`src/rtl/core/assert_macros.svh`:
```
// Shared assertion macros for the core RTL.
`ifndef ASSERT_MACROS_SVH
`define ASSERT_MACROS_SVH

// Same-cycle implication, ignored while reset is asserted.
`define ASSERT_IMPLIES(label, clk, rst_n, ante, cons) \
    label: assert property (@(posedge clk) disable iff (!(rst_n)) (ante) |-> (cons)) \
        else $error("assertion failed: same-cycle implication");

// Next-cycle implication, ignored while reset is asserted.
`define ASSERT_NEXT(label, clk, rst_n, ante, cons) \
    label: assert property (@(posedge clk) disable iff (!(rst_n)) (ante) |=> (cons)) \
        else $error("assertion failed: next-cycle implication");

`endif

```
`src/rtl/core/amr_pkg.sv`:
```
package amr_pkg;

    localparam int FLAG_W  = 32;
    localparam int INDEX_W = 5;
    localparam int COUNT_W = 6;
    localparam int DWELL_W = 16;
    localparam int CFG_IDX_W  = 1;
    localparam int CFG_DATA_W = 16;

    localparam logic [CFG_IDX_W-1:0] CFG_ALARM_COUNT = 1'd0;
    localparam logic [CFG_IDX_W-1:0] CFG_DWELL_TICKS = 1'd1;

    localparam logic [COUNT_W-1:0] ALARM_COUNT_RESET = 6'd32;
    localparam logic [DWELL_W-1:0] DWELL_TICKS_RESET = 16'd1000;

    typedef struct packed {
        logic              enable;
        logic [FLAG_W-1:0] alarm_flags;
    } t_in;

    typedef struct packed {
        logic [INDEX_W-1:0] message_index;
        logic               message_shown;
    } t_out;

endpackage

```
`src/rtl/core/alarm_message_rotator_core.sv`:
```
// Channel | Direction | Handshake                   | Beat
// input   | in        | i_in_valid / o_in_ready     | t_in: enable, alarm_flags
// result  | out       | o_out_valid / i_out_ready   | t_out: message_index, message_shown
// config  | in        | i_cfg_valid / o_cfg_ready   | i_cfg_index, i_cfg_data
//
// One beat is accepted per cycle while the result is not stalled. The state update
// (masked rotating priority search and dwell timer) is combinational and lies
// between the input and result registers.
// Synchronous active-low reset clears the state and valid flags and presets the config.
// A stalled result holds the input stage, which in turn drops o_in_ready.
`include "assert_macros.svh"

module alarm_message_rotator_core
    import amr_pkg::*;
#(
    parameter int ALARM_SLOTS = 32
) (
    input  logic                  i_clk,
    input  logic                  i_rst_n,
    input  logic                  i_in_valid,
    output logic                  o_in_ready,
    input  t_in                   i_in,
    output logic                  o_out_valid,
    input  logic                  i_out_ready,
    output t_out                  o_out,
    input  logic                  i_cfg_valid,
    output logic                  o_cfg_ready,
    input  logic [CFG_IDX_W-1:0]  i_cfg_index,
    input  logic [CFG_DATA_W-1:0] i_cfg_data
);

    localparam int SLOTS_USED = (ALARM_SLOTS < FLAG_W) ? ALARM_SLOTS : FLAG_W;
    localparam logic [COUNT_W-1:0] SLOTS_MAX = COUNT_W'(SLOTS_USED);

    logic [COUNT_W-1:0] r_alarm_count;
    logic [DWELL_W-1:0] r_dwell_ticks;

    logic               r_showing;
    logic [INDEX_W-1:0] r_cur;
    logic [DWELL_W-1:0] r_dwell;

    logic               r_in_valid;
    t_in                r_in;
    logic               r_out_valid;
    t_out               r_out;

    logic               n_showing;
    logic [INDEX_W-1:0] n_cur;
    logic [DWELL_W-1:0] n_dwell;

    logic               advance;
    logic [COUNT_W-1:0] count_use;
    logic [FLAG_W-1:0]  use_mask;
    logic [FLAG_W-1:0]  masked;
    logic [COUNT_W-1:0] start_wide;
    logic [INDEX_W-1:0] start;
    logic [FLAG_W-1:0]  upper;
    logic [FLAG_W-1:0]  pick_src;
    logic               any_set;
    logic [INDEX_W-1:0] found;
    logic [DWELL_W-1:0] dwell_dec;

    function automatic logic [INDEX_W-1:0] lowest_set(input logic [FLAG_W-1:0] v);
        logic [FLAG_W-1:0]  one_hot;
        logic [INDEX_W-1:0] idx;
        one_hot = v & (~v + FLAG_W'(1));
        idx = '0;
        for (int i = 0; i < FLAG_W; i++) begin
            if (one_hot[i]) begin
                idx = idx | INDEX_W'(i);
            end
        end
        return idx;
    endfunction

    assign advance     = r_in_valid && (!r_out_valid || i_out_ready);
    assign o_in_ready  = !r_in_valid || advance;
    assign o_cfg_ready = 1'b1;
    assign o_out_valid = r_out_valid;
    assign o_out       = r_out;

    always_comb begin
        count_use = (r_alarm_count > SLOTS_MAX) ? SLOTS_MAX : r_alarm_count;
        if (count_use >= COUNT_W'(FLAG_W)) begin
            use_mask = '1;
        end else begin
            use_mask = (FLAG_W'(1) << count_use[INDEX_W-1:0]) - FLAG_W'(1);
        end
        masked = r_in.alarm_flags & use_mask;

        start_wide = r_showing ? (COUNT_W'(r_cur) + COUNT_W'(1)) : '0;
        start = (start_wide >= count_use) ? '0 : start_wide[INDEX_W-1:0];

        upper    = masked & ~((FLAG_W'(1) << start) - FLAG_W'(1));
        pick_src = (upper != '0) ? upper : masked;
        any_set  = (masked != '0);
        found    = lowest_set(pick_src);

        dwell_dec = (r_dwell != '0) ? (r_dwell - DWELL_W'(1)) : r_dwell;

        n_showing = r_showing;
        n_cur     = r_cur;
        n_dwell   = dwell_dec;
        if (!r_in.enable) begin
            n_showing = 1'b0;
            n_cur     = '0;
        end else if (r_showing && dwell_dec != '0 && masked[r_cur]) begin
            n_showing = 1'b1;
        end else if (any_set) begin
            n_showing = 1'b1;
            n_cur     = found;
            n_dwell   = r_dwell_ticks;
        end else if (r_showing) begin
            n_showing = 1'b0;
            n_cur     = '0;
        end
    end

    always_ff @(posedge i_clk) begin
        if (!i_rst_n) begin
            r_alarm_count <= ALARM_COUNT_RESET;
            r_dwell_ticks <= DWELL_TICKS_RESET;
            r_showing     <= 1'b0;
            r_cur         <= '0;
            r_dwell       <= '0;
            r_in_valid    <= 1'b0;
            r_out_valid   <= 1'b0;
        end else begin
            if (i_cfg_valid) begin
                unique case (i_cfg_index)
                    CFG_ALARM_COUNT: r_alarm_count <= i_cfg_data[COUNT_W-1:0];
                    CFG_DWELL_TICKS: r_dwell_ticks <= i_cfg_data[DWELL_W-1:0];
                    default: ;
                endcase
            end
            if (o_in_ready) begin
                r_in_valid <= i_in_valid;
            end
            if (advance) begin
                r_showing   <= n_showing;
                r_cur       <= n_cur;
                r_dwell     <= n_dwell;
                r_out_valid <= 1'b1;
            end else if (i_out_ready) begin
                r_out_valid <= 1'b0;
            end
        end
    end

    always_ff @(posedge i_clk) begin
        if (o_in_ready && i_in_valid) begin
            r_in <= i_in;
        end
        if (advance) begin
            r_out.message_index <= n_showing ? n_cur : '0;
            r_out.message_shown <= n_showing;
        end
    end

    `ASSERT_IMPLIES(a_hidden_index_zero, i_clk, i_rst_n, o_out_valid && !o_out.message_shown, o_out.message_index == '0)
    `ASSERT_IMPLIES(a_idle_index_zero, i_clk, i_rst_n, !r_showing, r_cur == '0)
    `ASSERT_NEXT(a_disable_hides, i_clk, i_rst_n, advance && !r_in.enable, !r_showing && !o_out.message_shown)
    `ASSERT_NEXT(a_result_follows_state, i_clk, i_rst_n, advance, o_out.message_shown == r_showing)

endmodule
```
`config.mk`:
```
export PLATFORM = sky130hd
export DESIGN_NAME = alarm_message_rotator_core
export DESIGN_NICKNAME = d
export VERILOG_FILES = /design/src/rtl/core/amr_pkg.sv /design/src/rtl/core/alarm_message_rotator_core.sv
export VERILOG_INCLUDE_DIRS = /design/src /design/src/rtl/core
export SDC_FILE = /design/constraint.sdc
export NUM_CORES = 1
export LEC_CHECK = 0
export ABC_CLOCK_PERIOD_IN_PS = 18400
export BUFFER_PORTS_ARGS = -buffer_cell sky130_fd_sc_hd__buf_2
export CAP_MARGIN = 5
export CORE_MARGIN = 3
export CORE_UTILIZATION = 45
export DETAILED_ROUTE_END_ITERATION = 7
export GPL_TIMING_DRIVEN = 1
export PLACE_DENSITY = 0.72
export REMOVE_ABC_BUFFERS = 1
export SLEW_MARGIN = 20
export SYNTH_ARGS = -nofsm -noshare
export SYNTH_HDL_FRONTEND = slang
export SYNTH_SLANG_ARGS = --single-unit
```
`constraint.sdc`:
```
create_clock -name i_clk -period 18.4 [get_ports i_clk]
set_input_delay 2.76 -clock i_clk [delete_from_list [all_inputs] [get_ports i_clk]]
set_output_delay 2.76 -clock i_clk [all_outputs]
set_load 0.01 [all_outputs]
```
Word-level counts from Yosys, hierarchy flattened

Index checks and enable logic that the tools add are counted.

Equality and inequality tests: 6
Reductions and logical operators: 14
Multiplexer cells: 87
Bitwise operators: 5
Shifts and indexed selects: 2
Magnitude comparators: 4
$add $sub $neg: 5

Operator list:

| cell                                                   | number |
|---|---|
| 2-to-1 mux 16 bit                                      | 14 |
| 2-to-1 mux 5 bit                                       | 29 |
| bitwise AND 32 bit                                     | 3 |
| 2-to-1 mux 32 bit                                      | 2 |
| NOT 32 bit                                             | 2 |
| nonzero test 32 bit                                    | 2 |
| left shift 1 x 5 -> 32 bit (first input constant)      | 2 |
| 2-to-1 mux 6 bit                                       | 7 |
| adder 32 x 1 -> 32 bit (second input constant)         | 1 |
| 2-to-1 mux 4 bit                                       | 8 |
| nonzero test 16 bit                                    | 2 |
| subtractor 32 x 1 -> 32 bit (second input constant)    | 1 |
| subtractor 32 x 2 -> 32 bit (second input constant)    | 1 |
| 2-to-1 mux 1 bit                                       | 20 |
| subtractor 16 x 1 -> 16 bit (second input constant)    | 1 |
| 2-to-1 mux 3 bit                                       | 4 |
| inequality test 2 x 1 -> 1 bit (second input constant) | 4 |
| adder 5 x 1 -> 6 bit (second input constant)           | 1 |
| >= comparator 6 bit                                    | 1 |
| >= comparator 6 bit (second input constant)            | 1 |
| greater-than comparator 6 bit (second input constant)  | 1 |
| < comparator 5 x 6 -> 1 bit (second input constant)    | 1 |
| binary-select mux 1 bit (select 5 bit)                 | 1 |
| logical AND 1 bit                                      | 4 |
| other kinds (6)                                        | 10 |

Word-level logic and storage cells: 134
Output and inout bits: 9
Bits of input ports: 55
Register bits: 85

Longest topological paths before layout

Gate-level depths: netlist of the first run.

Depth after elaboration: 52
Mapped depth: 30
Depth with buffers taken out: 22

Worst setup path after synthesis of the first run

No wires, ideal clock.

Path kind: register to register
Start point: register r_cur[0]
End point: register r_out, in the netlist o_out[2] (data pin)
Clock period less this slack: 6.507 ns
Path buffers: 7
Required time: 18.122 ns
Library setup time: 0.278 ns
Arrival time: 6.229 ns
Stages on the path, launching flop included: 30
Path slack: 11.893 ns
Path through: dfxtp_1 ha_1 buf_6 and3_4 buf_6 mux2_4 inv_2 buf_4 ha_1 nand2_1 o21ai_0 a21o_1 clkbuf_1 clkbuf_1 a21oi_1 ha_1 clkbuf_1 inv_1 o22ai_1 mux2_4 or4_1 nand4b_1 or2_1 buf_6 a211oi_2 nor3_2 a221o_1 a211o_1 nor4_2 nor3_1

Word-level cells in the longest chain between the ends: 49
Elaborated cells on any way between the ends: 55
Those cells by class: 3 x add/sub; 1 x order compare; 1 x shift; 44 x mux; 4 x bitwise; 2 x reduce/logical

Ends and longest elaborated chain:

| element                         | line                              | text |
|---|---|---|
| from (decl)                     | alarm_message_rotator_core.sv:39  | `logic [INDEX_W-1:0] r_cur;` |
| from (signal assigned)          | alarm_message_rotator_core.sv:141 | `r_cur <= n_cur;` |
| adder 5 x 1 -> 6 bit            | alarm_message_rotator_core.sv:91  | `start_wide = r_showing ? (COUNT_W'(r_cur) + COUNT_W'(1)) : '0;` |
| 2-to-1 mux 6 bit                | alarm_message_rotator_core.sv:91  |  |
| >= comparator 6 bit             | alarm_message_rotator_core.sv:92  | `start = (start_wide >= count_use) ? '0 : start_wide[INDEX_W-1:0];` |
| 2-to-1 mux 5 bit                | alarm_message_rotator_core.sv:92  |  |
| left shift 1 x 5 -> 32 bit      | alarm_message_rotator_core.sv:94  | `upper = masked & ~((FLAG_W'(1) << start) - FLAG_W'(1));` |
| subtractor 32 x 1 -> 32 bit     | alarm_message_rotator_core.sv:94  |  |
| NOT 32 bit                      | alarm_message_rotator_core.sv:94  |  |
| bitwise AND 32 bit              | alarm_message_rotator_core.sv:94  |  |
| [... 7 more ...]                | --                                |  |
| 2-to-1 mux 3 bit (4 in series)  | alarm_message_rotator_core.sv:69  | `if (one_hot[i]) begin` |
| 2-to-1 mux 4 bit (8 in series)  | alarm_message_rotator_core.sv:69  |  |
| 2-to-1 mux 5 bit (16 in series) | alarm_message_rotator_core.sv:69  |  |
| 2-to-1 mux 5 bit                | alarm_message_rotator_core.sv:109 | `end else if (any_set) begin` |
| 2-to-1 mux 5 bit                | alarm_message_rotator_core.sv:107 | `end else if (r_showing && dwell_dec != '0 && masked[r_cur]) begin` |
| 2-to-1 mux 5 bit                | alarm_message_rotator_core.sv:104 | `if (!r_in.enable) begin` |
| 2-to-1 mux 5 bit                | alarm_message_rotator_core.sv:107 |  |
| 2-to-1 mux 5 bit (2 in series)  | alarm_message_rotator_core.sv:104 |  |
| to (decl)                       | alarm_message_rotator_core.sv:45  | `t_out r_out;` |

Parallel ways exist; a longest one is shown, timed or not. The select of a mux whose other input is x is not followed.
A chain may end at the register's enable or synchronous reset.

Worst setup path in the final report of the first run

Start point: register r_cur[1]
End point: register r_out, in the netlist o_out[5] (data pin)

Word-level cells in the longest chain between the ends: 35
Elaborated cells on any way between the ends: 41
Those cells by class: 3 x add/sub; 1 x order compare; 1 x shift; 30 x mux; 4 x bitwise; 2 x reduce/logical

Ends and longest elaborated chain:

| element                         | line                              | text |
|---|---|---|
| adder 5 x 1 -> 6 bit            | alarm_message_rotator_core.sv:91  |  |
| 2-to-1 mux 6 bit                | alarm_message_rotator_core.sv:91  |  |
| >= comparator 6 bit             | alarm_message_rotator_core.sv:92  |  |
| 2-to-1 mux 5 bit                | alarm_message_rotator_core.sv:92  |  |
| left shift 1 x 5 -> 32 bit      | alarm_message_rotator_core.sv:94  |  |
| subtractor 32 x 1 -> 32 bit     | alarm_message_rotator_core.sv:94  |  |
| NOT 32 bit                      | alarm_message_rotator_core.sv:94  |  |
| bitwise AND 32 bit              | alarm_message_rotator_core.sv:94  |  |
| [... 3 more ...]                | --                                |  |
| adder 32 x 1 -> 32 bit          | alarm_message_rotator_core.sv:66  | `one_hot = v & (~v + FLAG_W'(1));` |
| bitwise AND 32 bit              | alarm_message_rotator_core.sv:66  |  |
| 2-to-1 mux 5 bit (16 in series) | alarm_message_rotator_core.sv:69  |  |
| 2-to-1 mux 5 bit                | alarm_message_rotator_core.sv:109 |  |
| 2-to-1 mux 5 bit                | alarm_message_rotator_core.sv:107 |  |
| 2-to-1 mux 5 bit                | alarm_message_rotator_core.sv:104 |  |
| 2-to-1 mux 5 bit                | alarm_message_rotator_core.sv:107 |  |
| 2-to-1 mux 5 bit (2 in series)  | alarm_message_rotator_core.sv:104 |  |

Parallel ways exist; a longest one is shown, timed or not. The select of a mux whose other input is x is not followed.

==> results of run 1 <==
## stage by stage
stage	util	std cells	hold slack (ns)	cell area, µm²	setup slack, ns
6_report	0.502	1255	0.458	8410	9.91
2_1_floorplan	-	939	0.433	7420	11.20
4_1_cts	0.502	1255	0.458	8410	10.14
5_1_grt	0.502	1255	0.470	8410	9.49
3_5_place_dp	0.486	1239	0.448	8140	10.17
3_3_place_gp	0.486	1239	0.443	8140	10.33
## worst max-delay path, stage by stage, from the launching register on
cell       delay [ns]
dfxtp_1          0.95
ha_1             0.47
and3_4           0.28
mux2_4           0.37
inv_2            0.21
ha_1             0.27
nand2_1          0.08
o21ai_0          0.15
a21o_1           0.44
a21oi_1          0.36
ha_1             0.40
inv_1            0.22
o22ai_1          0.34
mux2_4           0.36
or4_1            0.52
nand4b_1         0.30
nor2_1           0.37
buf_4            0.30
nand2_1          0.33
a2111oi_0        0.89
a211oi_1         0.15
or2_0            0.24
nor4bb_1         0.14
a21oi_1          0.15
## kinds of logic after synthesis
kind of cell / count (synthesis)
compound gates: 330
xor+xnor: 21
fa+ha+maj: 10
buf+inv: 102
flops: 85
mux: 23
other cells: 1
simple gates: 441
## metal layers
layer  vias up  GRT usage  wire length (µm)  part of all wire
li1       3884          -                 -                 -
met1      3892      0.400             11700              0.41
met2       527      0.444             12200              0.43
met3       103     0.0672              3080              0.11
met4         0      0.132              1260             0.045
met5         -          0                 0                 0
## layout by cell type, fill, tap and decap left out, drive strengths merged, types with 6 or more instances in the layout
| cell type | instances |
|---|---|
| o2111ai | 8 |
| nand3 | 44 |
| o211ai | 14 |
| a31oi | 20 |
| a21boi | 19 |
| a211o | 7 |
| nand2b | 19 |
| o22ai | 8 |
| nor2 | 82 |
| xor2 | 9 |
| inv | 28 |
| or3 | 8 |
| mux2i | 12 |
| and3 | 15 |
| nor3 | 45 |
| nand2 | 106 |
| o31ai | 18 |
| xnor2 | 12 |
| nand4 | 18 |
| o21a | 7 |
| clkbuf | 12 |
| ha | 10 |
| edfxtp | 39 |
| buf | 80 |
| nor2b | 14 |
| a21oi | 69 |
| mux4 | 6 |
| and2 | 18 |
| a21o | 9 |
| a211oi | 13 |
| dfxtp | 46 |
| nor4 | 22 |
| o21ai | 70 |
| or2 | 12 |
| nor4b | 6 |
## where the power goes
part           internal, mW  switching, mW
logic                0.0513         0.0952
clock network        0.0951         0.0732
registers             0.209        0.00811
total                 0.355          0.177
## worst max-delay path by stage
| stage | from | depth (start not counted) | slack, ns | endpoint |
|---|---|---|---|---|
| 5_1_grt | r_cur[1] | 23 | 9.49 | o_out[5] |
| 2_1_floorplan | r_cur[0] | 22 | 11.20 | o_out[3] |
| 6_report | r_cur[1] | 23 | 9.91 | o_out[5] |
| 4_1_cts | r_cur[1] | 23 | 10.14 | o_out[5] |
| 3_5_place_dp | r_cur[1] | 23 | 10.17 | o_out[5] |
| 3_3_place_gp | r_cur[1] | 23 | 10.33 | o_out[4] |
## flip-flops by register name (all words and copies together) (netlist names)
name           cells
o_out              6
o_out_valid        1
r_showing          1
r_in              33
r_in_valid         1
r_alarm_count      6
r_cur              5
r_dwell           16
r_dwell_ticks     16
## final cells by class
class	count	area, µm²
tap	220	275
timing repair buffer	80	445
inverter	28	105
multi-input combinational	826	5220
sequential	85	2090
fill	1638	8350
clock inverter	4	23.8
clock buffer	12	246
==> out/results.tsv, run 1 <==
stage	metric	value	unit
synth	FF+latch count, synth	85	
power_and_ir_drop	P per Cell Area	63.2	nW/µm²
synth	Post-Synth Adder-Cell Area	0.0161	
clocking	Post-CTS Setup Inserts	0	
sta	final worst path period need	8.49	ns
final_layout	Antenna Cells	0	
synth	Cells after Synth	1013	
detailed_routing	Routed wire per std cell	22.5	µm
hold_path	Min-Delay Path Class	register to register	
final_layout	fin nets	1095	
hold_path	Hold Path End	r_dwell_ticks[4]	
synth	Synth top area share	0.151	
clocking	cts bufs inserted	9	
floorplan	boundary pin count	64	
run	Max Cap Viol	0	
final_layout	Synth-to-Final Area Change	8.11	%
sta	Hold Violations, Final	0	
global_routing	GRT Total Usage	0.294	
clocking	H-tree Lvls	3	
global_routing	vias in the first global route	7627	
synth	post-synthesis simple-gate area fraction	0.299	
sta	RSZ-0062 raised after global routing	false	
placed_design	RePlAce Congestion	1.09	
clocking	post_cts resized	0	
global_routing	global-route wire length before repair	42900	µm
global_routing	initial antenna violation count	0	
synth	top cells by count, synth	nand2_1, nor2_1, a21oi_1, o21ai_0	
sta	TNS Setup	0	ns
synth	async set-reset flop share out of synthesis	0	
placed_design	I/O Buffers	62	
global_routing	grt total ovfl	0	
power_and_ir_drop	worst vdd ir	61.3	µV
floorplan	full die area	18900	µm²
synth	post-synthesis sequential area ratio	0.269	
clocking	Hold Buf Count CTS	0	
sta	Slew headroom	0.186	
synth	Distinct cells, synth	95	
detailed_routing	count of TritonRoute iterations in the first routing pass	6	
clocking	cell at the root of the clock tree	clkbuf_16	
worst_setup_path	kind of critical path	register to register	
clocking	Reg clk slew, reported paths	0.07	ns
clocking	CTS Buffer Depth	2	
synth	multiplexer area fraction after synthesis	0.0415	
placed_design	Post-DP HPWL	21400	µm
floorplan	Die Span X	137	µm
synth	top cell type by total area after synthesis	edfxtp_1	
status	status	complete, no violations	
worst_setup_path	r2r endpoint	o_out[5]	
synth	Synth Area in XOR/XNOR	0.0270	
detailed_routing	via-per-instance ratio	6.70	
sta	fmax	118	MHz
detailed_routing	Antenna Nets Post-Route	0	
detailed_routing	detailed-route via count	8406	
worst_setup_path	CP Max Fanout	21	
synth	Post-synth EDFFs	39	
final_layout	share of cells above drive strength 1	0.134	
synth	Synth area leaders	edfxtp_1, dfxtp_1, nand2_1	
clocking	TritonCTS clock tree	done	
worst_setup_path	crit end category	register	
power_and_ir_drop	Pwr Total	0.532	mW
floorplan	initial core utilization	0.464	
hold_path	start point of the worst hold path	r_dwell_ticks[4]	
detailed_routing	Routed WL	28200	µm
clocking	clk_lat worst skew	0.34	ns
floorplan	die height	137	µm
sta	Slew @ Worst Pin	1.21	ns
sta	final number of setup-violating endpoints	0	
detailed_routing	Remaining DRCs	0	
synth	Most used DFF post-synth	dfxtp_1	
worst_setup_path	Worst R2R Start	r_cur[1]	
worst_setup_path	CP required	18.58	ns
worst_setup_path	r2r worst-path depth	23	
power_and_ir_drop	P_leak	3.02	nW
synth	complex-gate fraction of the synthesized area	0.287	
floorplan	Row Count	47	
synth	main combinational cell family by area after synthesis	simple AND/OR/NAND/NOR gates	
sta	max-slew violations	0	
worst_setup_path	worst endpoint data arrival time	8.67	ns
global_routing	largest net degree at the start of global routing	34	
hold_path	worst hold path depth	2	
synth	count leader, synth	nand2_1	
synth	area of the mapped netlist	7780	µm²
synth	Avg Cell Area, Syn	7.68	µm²
clocking	clk sinks	85	
sta	Setup Skew	0.0108	ns
sta	period utilization	0.461	
synth	Syn. warnings	0	
floorplan	area of the core	16800	µm²
worst_setup_path	startpoint types	register	
worst_setup_path	worst reg2reg setup slack	9.91	ns
detailed_routing	Iter 0 DRT Violations	1053	
(Power assumes the default switching activity.)
==> run 2: changes to the inputs <==
--- a/config.mk
+++ b/config.mk
@@ -6,7 +6,7 @@
 export SDC_FILE = /design/constraint.sdc
 export NUM_CORES = 1
 export LEC_CHECK = 0
-export ABC_CLOCK_PERIOD_IN_PS = 18400
+export ABC_CLOCK_PERIOD_IN_PS = 8700
 export BUFFER_PORTS_ARGS = -buffer_cell sky130_fd_sc_hd__buf_2
 export CAP_MARGIN = 5
 export CORE_MARGIN = 3
==> constraint.sdc (replaced) <==
create_clock -name i_clk -period 8.7 [get_ports i_clk]
set_input_delay 1.305 -clock i_clk [delete_from_list [all_inputs] [get_ports i_clk]]
set_output_delay 1.305 -clock i_clk [all_outputs]
set_load 0.01 [all_outputs]
==> out/results.tsv, run 2 (synthesis gave the netlist of run 1 again) <==
stage	metric	value	unit	change
status	status	complete, no violations		unchanged
clocking	cell at the root of the clock tree	clkbuf_16		unchanged
sta	Hold Violations, Final	0		unchanged
global_routing	global-route wire length before repair	44200	µm	was 42900 µm
power_and_ir_drop	Net Sw Frac	0.351		was 0.332
final_layout	Largest register FFs	33		unchanged
worst_setup_path	startpoint types	register		unchanged
final_layout	most common cell after layout, fill and taps aside	nand2_1		unchanged
power_and_ir_drop	Seq pwr share	0.395		was 0.408
floorplan	full die area	18900	µm²	unchanged
placed_design	Placed Instances	1251		was 1239
final_layout	fin nets	1107		was 1095
worst_setup_path	Critical path destination	o_out[3]		was o_out[5]
worst_setup_path	worst reg2reg setup slack	1.44	ns	was 9.91 ns
final_layout	share of cells above drive strength 1	0.146		was 0.134
final_layout	multi-input combinational cell area	5220	µm²	unchanged
worst_setup_path	CP Max Fanout	23		was 21
placed_design	RePlAce Congestion	0.999		was 1.09
worst_setup_path	Critical path origin	r_showing		was r_cur[1]
floorplan	area of the core	16800	µm²	unchanged
clocking	Hold Buf Count CTS	0		unchanged
detailed_routing	Routed WL	28800	µm	was 28200 µm
power_and_ir_drop	internal power	0.755	mW	was 0.355 mW
placed_design	Post-DP HPWL	22000	µm	was 21400 µm
final_layout	Storage cell area	2090	µm²	unchanged
run	Max Cap Viol	0		unchanged
global_routing	largest net degree at the start of global routing	34		unchanged
detailed_routing	Antenna Nets Post-Route	0		unchanged
global_routing	initial antenna violation count	0		unchanged
clocking	CTS Buffer Depth	2		unchanged
placed_design	pre-CTS setup slack	1.65	ns	was 10.17 ns
clocking	cts bufs inserted	9		unchanged
global_routing	global route hottest layer	met2		unchanged
global_routing	met1 Usage GRT	0.434		was 0.400
power_and_ir_drop	P per Cell Area	136	nW/µm²	was 63.2 nW/µm²
final_layout	Regs by FF count	r_in: 33 flops, r_dwell: 16 flops, r_dwell_ticks: 16 flops		unchanged
worst_setup_path	CP required	8.78	ns	was 18.58 ns
placed_design	I/O Buffers	62		unchanged
sta	final number of setup-violating endpoints	0		unchanged
clocking	clk_lat worst skew	0.36	ns	was 0.34 ns
power_and_ir_drop	P_leak	3.09	nW	was 3.02 nW
sta	Worst Setup Slack, final	1.44	ns	was 9.91 ns
clocking	Reg clk slew, reported paths	0.07	ns	about the same
final_layout	Synth-to-Final Area Change	9.63	%	was 8.11%
power_and_ir_drop	combinational cell fraction of total power	0.269		was 0.276
detailed_routing	count of TritonRoute iterations in the first routing pass	6		unchanged
clocking	Post-CTS Setup Inserts	0		unchanged
final_layout	Post-Layout Cell Count	1267		was 1255
floorplan	initial core utilization	0.464		unchanged
clocking	TritonCTS clock tree	done		unchanged
final_layout	fillers	1689		was 1638
worst_setup_path	r2r worst-path depth	21		was 23
hold_path	start point of the worst hold path	r_dwell_ticks[4]		unchanged
power_and_ir_drop	total net switching power	0.408	mW	was 0.177 mW
sta	fmax	138	MHz	was 118 MHz
floorplan	boundary pin count	64		unchanged
floorplan	Die Span X	137	µm	unchanged
detailed_routing	Iter 0 DRT Violations	1194		was 1053
detailed_routing	Remaining DRCs	0		unchanged
hold_path	Min-Delay Path Class	register to register		unchanged
global_routing	grt total ovfl	0		unchanged
worst_setup_path	r2r endpoint	o_out[3]		was o_out[5]
global_routing	GR met2 Demand/Resource	0.441		was 0.444
sta	period utilization	0.834		was 0.461
worst_setup_path	worst endpoint data arrival time	7.34	ns	was 8.67 ns
sta	Setup Skew	0.0137	ns	was 0.0108 ns
detailed_routing	detailed-route via count	8522		was 8406
global_routing	GR met3 Demand/Resource	0.0771		was 0.0672
final_layout	register with the most flip-flops	r_in		unchanged
worst_setup_path	Worst R2R Start	r_showing		was r_cur[1]
detailed_routing	Routed wire per std cell	22.7	µm	was 22.5 µm
floorplan	die height	137	µm	unchanged
floorplan	Row Count	47		unchanged
sta	max-slew violations	0		unchanged
final_layout	Antenna Cells	0		unchanged
detailed_routing	via-per-instance ratio	6.73		was 6.70
global_routing	vias in the first global route	7729		was 7627
power_and_ir_drop	clock group share of total power	0.336		was 0.316
worst_setup_path	kind of critical path	register to register		unchanged
clocking	clk sinks	85		unchanged
sta	RSZ-0062 raised after global routing	false		unchanged
sta	final worst path period need	7.26	ns	was 8.49 ns
clocking	H-tree Lvls	3		unchanged
sta	Slew @ Worst Pin	1.03	ns	was 1.21 ns
global_routing	GRT Total Usage	0.306		was 0.294
power_and_ir_drop	worst vdd ir	130	µV	was 61.3 µV
worst_setup_path	crit end category	register		unchanged
sta	TNS Setup	0	ns	unchanged
power_and_ir_drop	Pwr Total	1.16	mW	was 0.532 mW
final_layout	most frequent cells in the layout	nand2_1, nor2_1, o21ai_0, a21oi_1, buf_2		unchanged
clocking	post_cts resized	0		unchanged
sta	Slew headroom	0.314		was 0.186
-- run 2: metal layers --
layer	up-vias	routed length, µm	part of all wire
li1	3917	-	-
met1	3993	12300	0.43
met5	-	0	0
met4	0	1320	0.046
met3	95	3020	0.10
met2	517	12200	0.42
-- run 2: critical path, cell delays in order, from the launching register on --
cell and delay [ns]:
dfxtp_1 0.82, nand2b_1 0.15, mux2_4 0.35, inv_2 0.23, ha_1 0.28, nand2_1 0.07
o21ai_0 0.14, a21o_1 0.20, a21oi_1 0.22, ha_1 0.41, inv_1 0.23, o22ai_1 0.34
mux2_4 0.36, or4_1 0.52, nand4b_1 0.31, or2_1 0.57, o31ai_1 0.41, a21o_1 0.26
o21bai_1 0.14, nor4b_1 0.43, nor4bb_1 0.42, nor3_1 0.09
-- run 2: power groups by stage --
stage          combinational [mW]  sequential, mW  clock [mW]
3_3_place_gp                0.304           0.467           0
3_5_place_dp                0.303           0.468           0
5_1_grt                     0.341           0.462       0.415
4_1_cts                     0.304           0.459       0.398
6_report                    0.313           0.459       0.391
2_1_floorplan               0.195           0.470           0
-- run 2: worst min-delay path by stage --
| stage | endpoint | cells past startpoint |
|---|---|---|
| floorplan | r_dwell_ticks[6] | 2 |
| CTS | r_dwell_ticks[0] | 2 |
| global route | r_dwell_ticks[4] | 2 |
| finish | r_dwell_ticks[4] | 2 |
| global placement | r_dwell_ticks[4] | 2 |
| detailed placement | r_dwell_ticks[0] | 2 |
-- run 2: final cells by class --
type / instances / area share
repair buffers: 92 / 0.0628
well taps: 220 / 0.0323
clock buffers: 9 / 0.0264
inverters: 28 / 0.0123
flip-flops and latches: 85 / 0.245
multi-input cells: 826 / 0.612
clock inverters: 7 / 0.00866
-- run 2: metrics by stage --
stage	cell area, µm²	hold slack, ns	util
finish	8530	0.460	0.509
global route	8530	0.493	0.509
CTS	8530	0.460	0.509
detailed placement	8230	0.450	0.491
global placement	8230	0.448	0.491
floorplan	7420	0.433	-
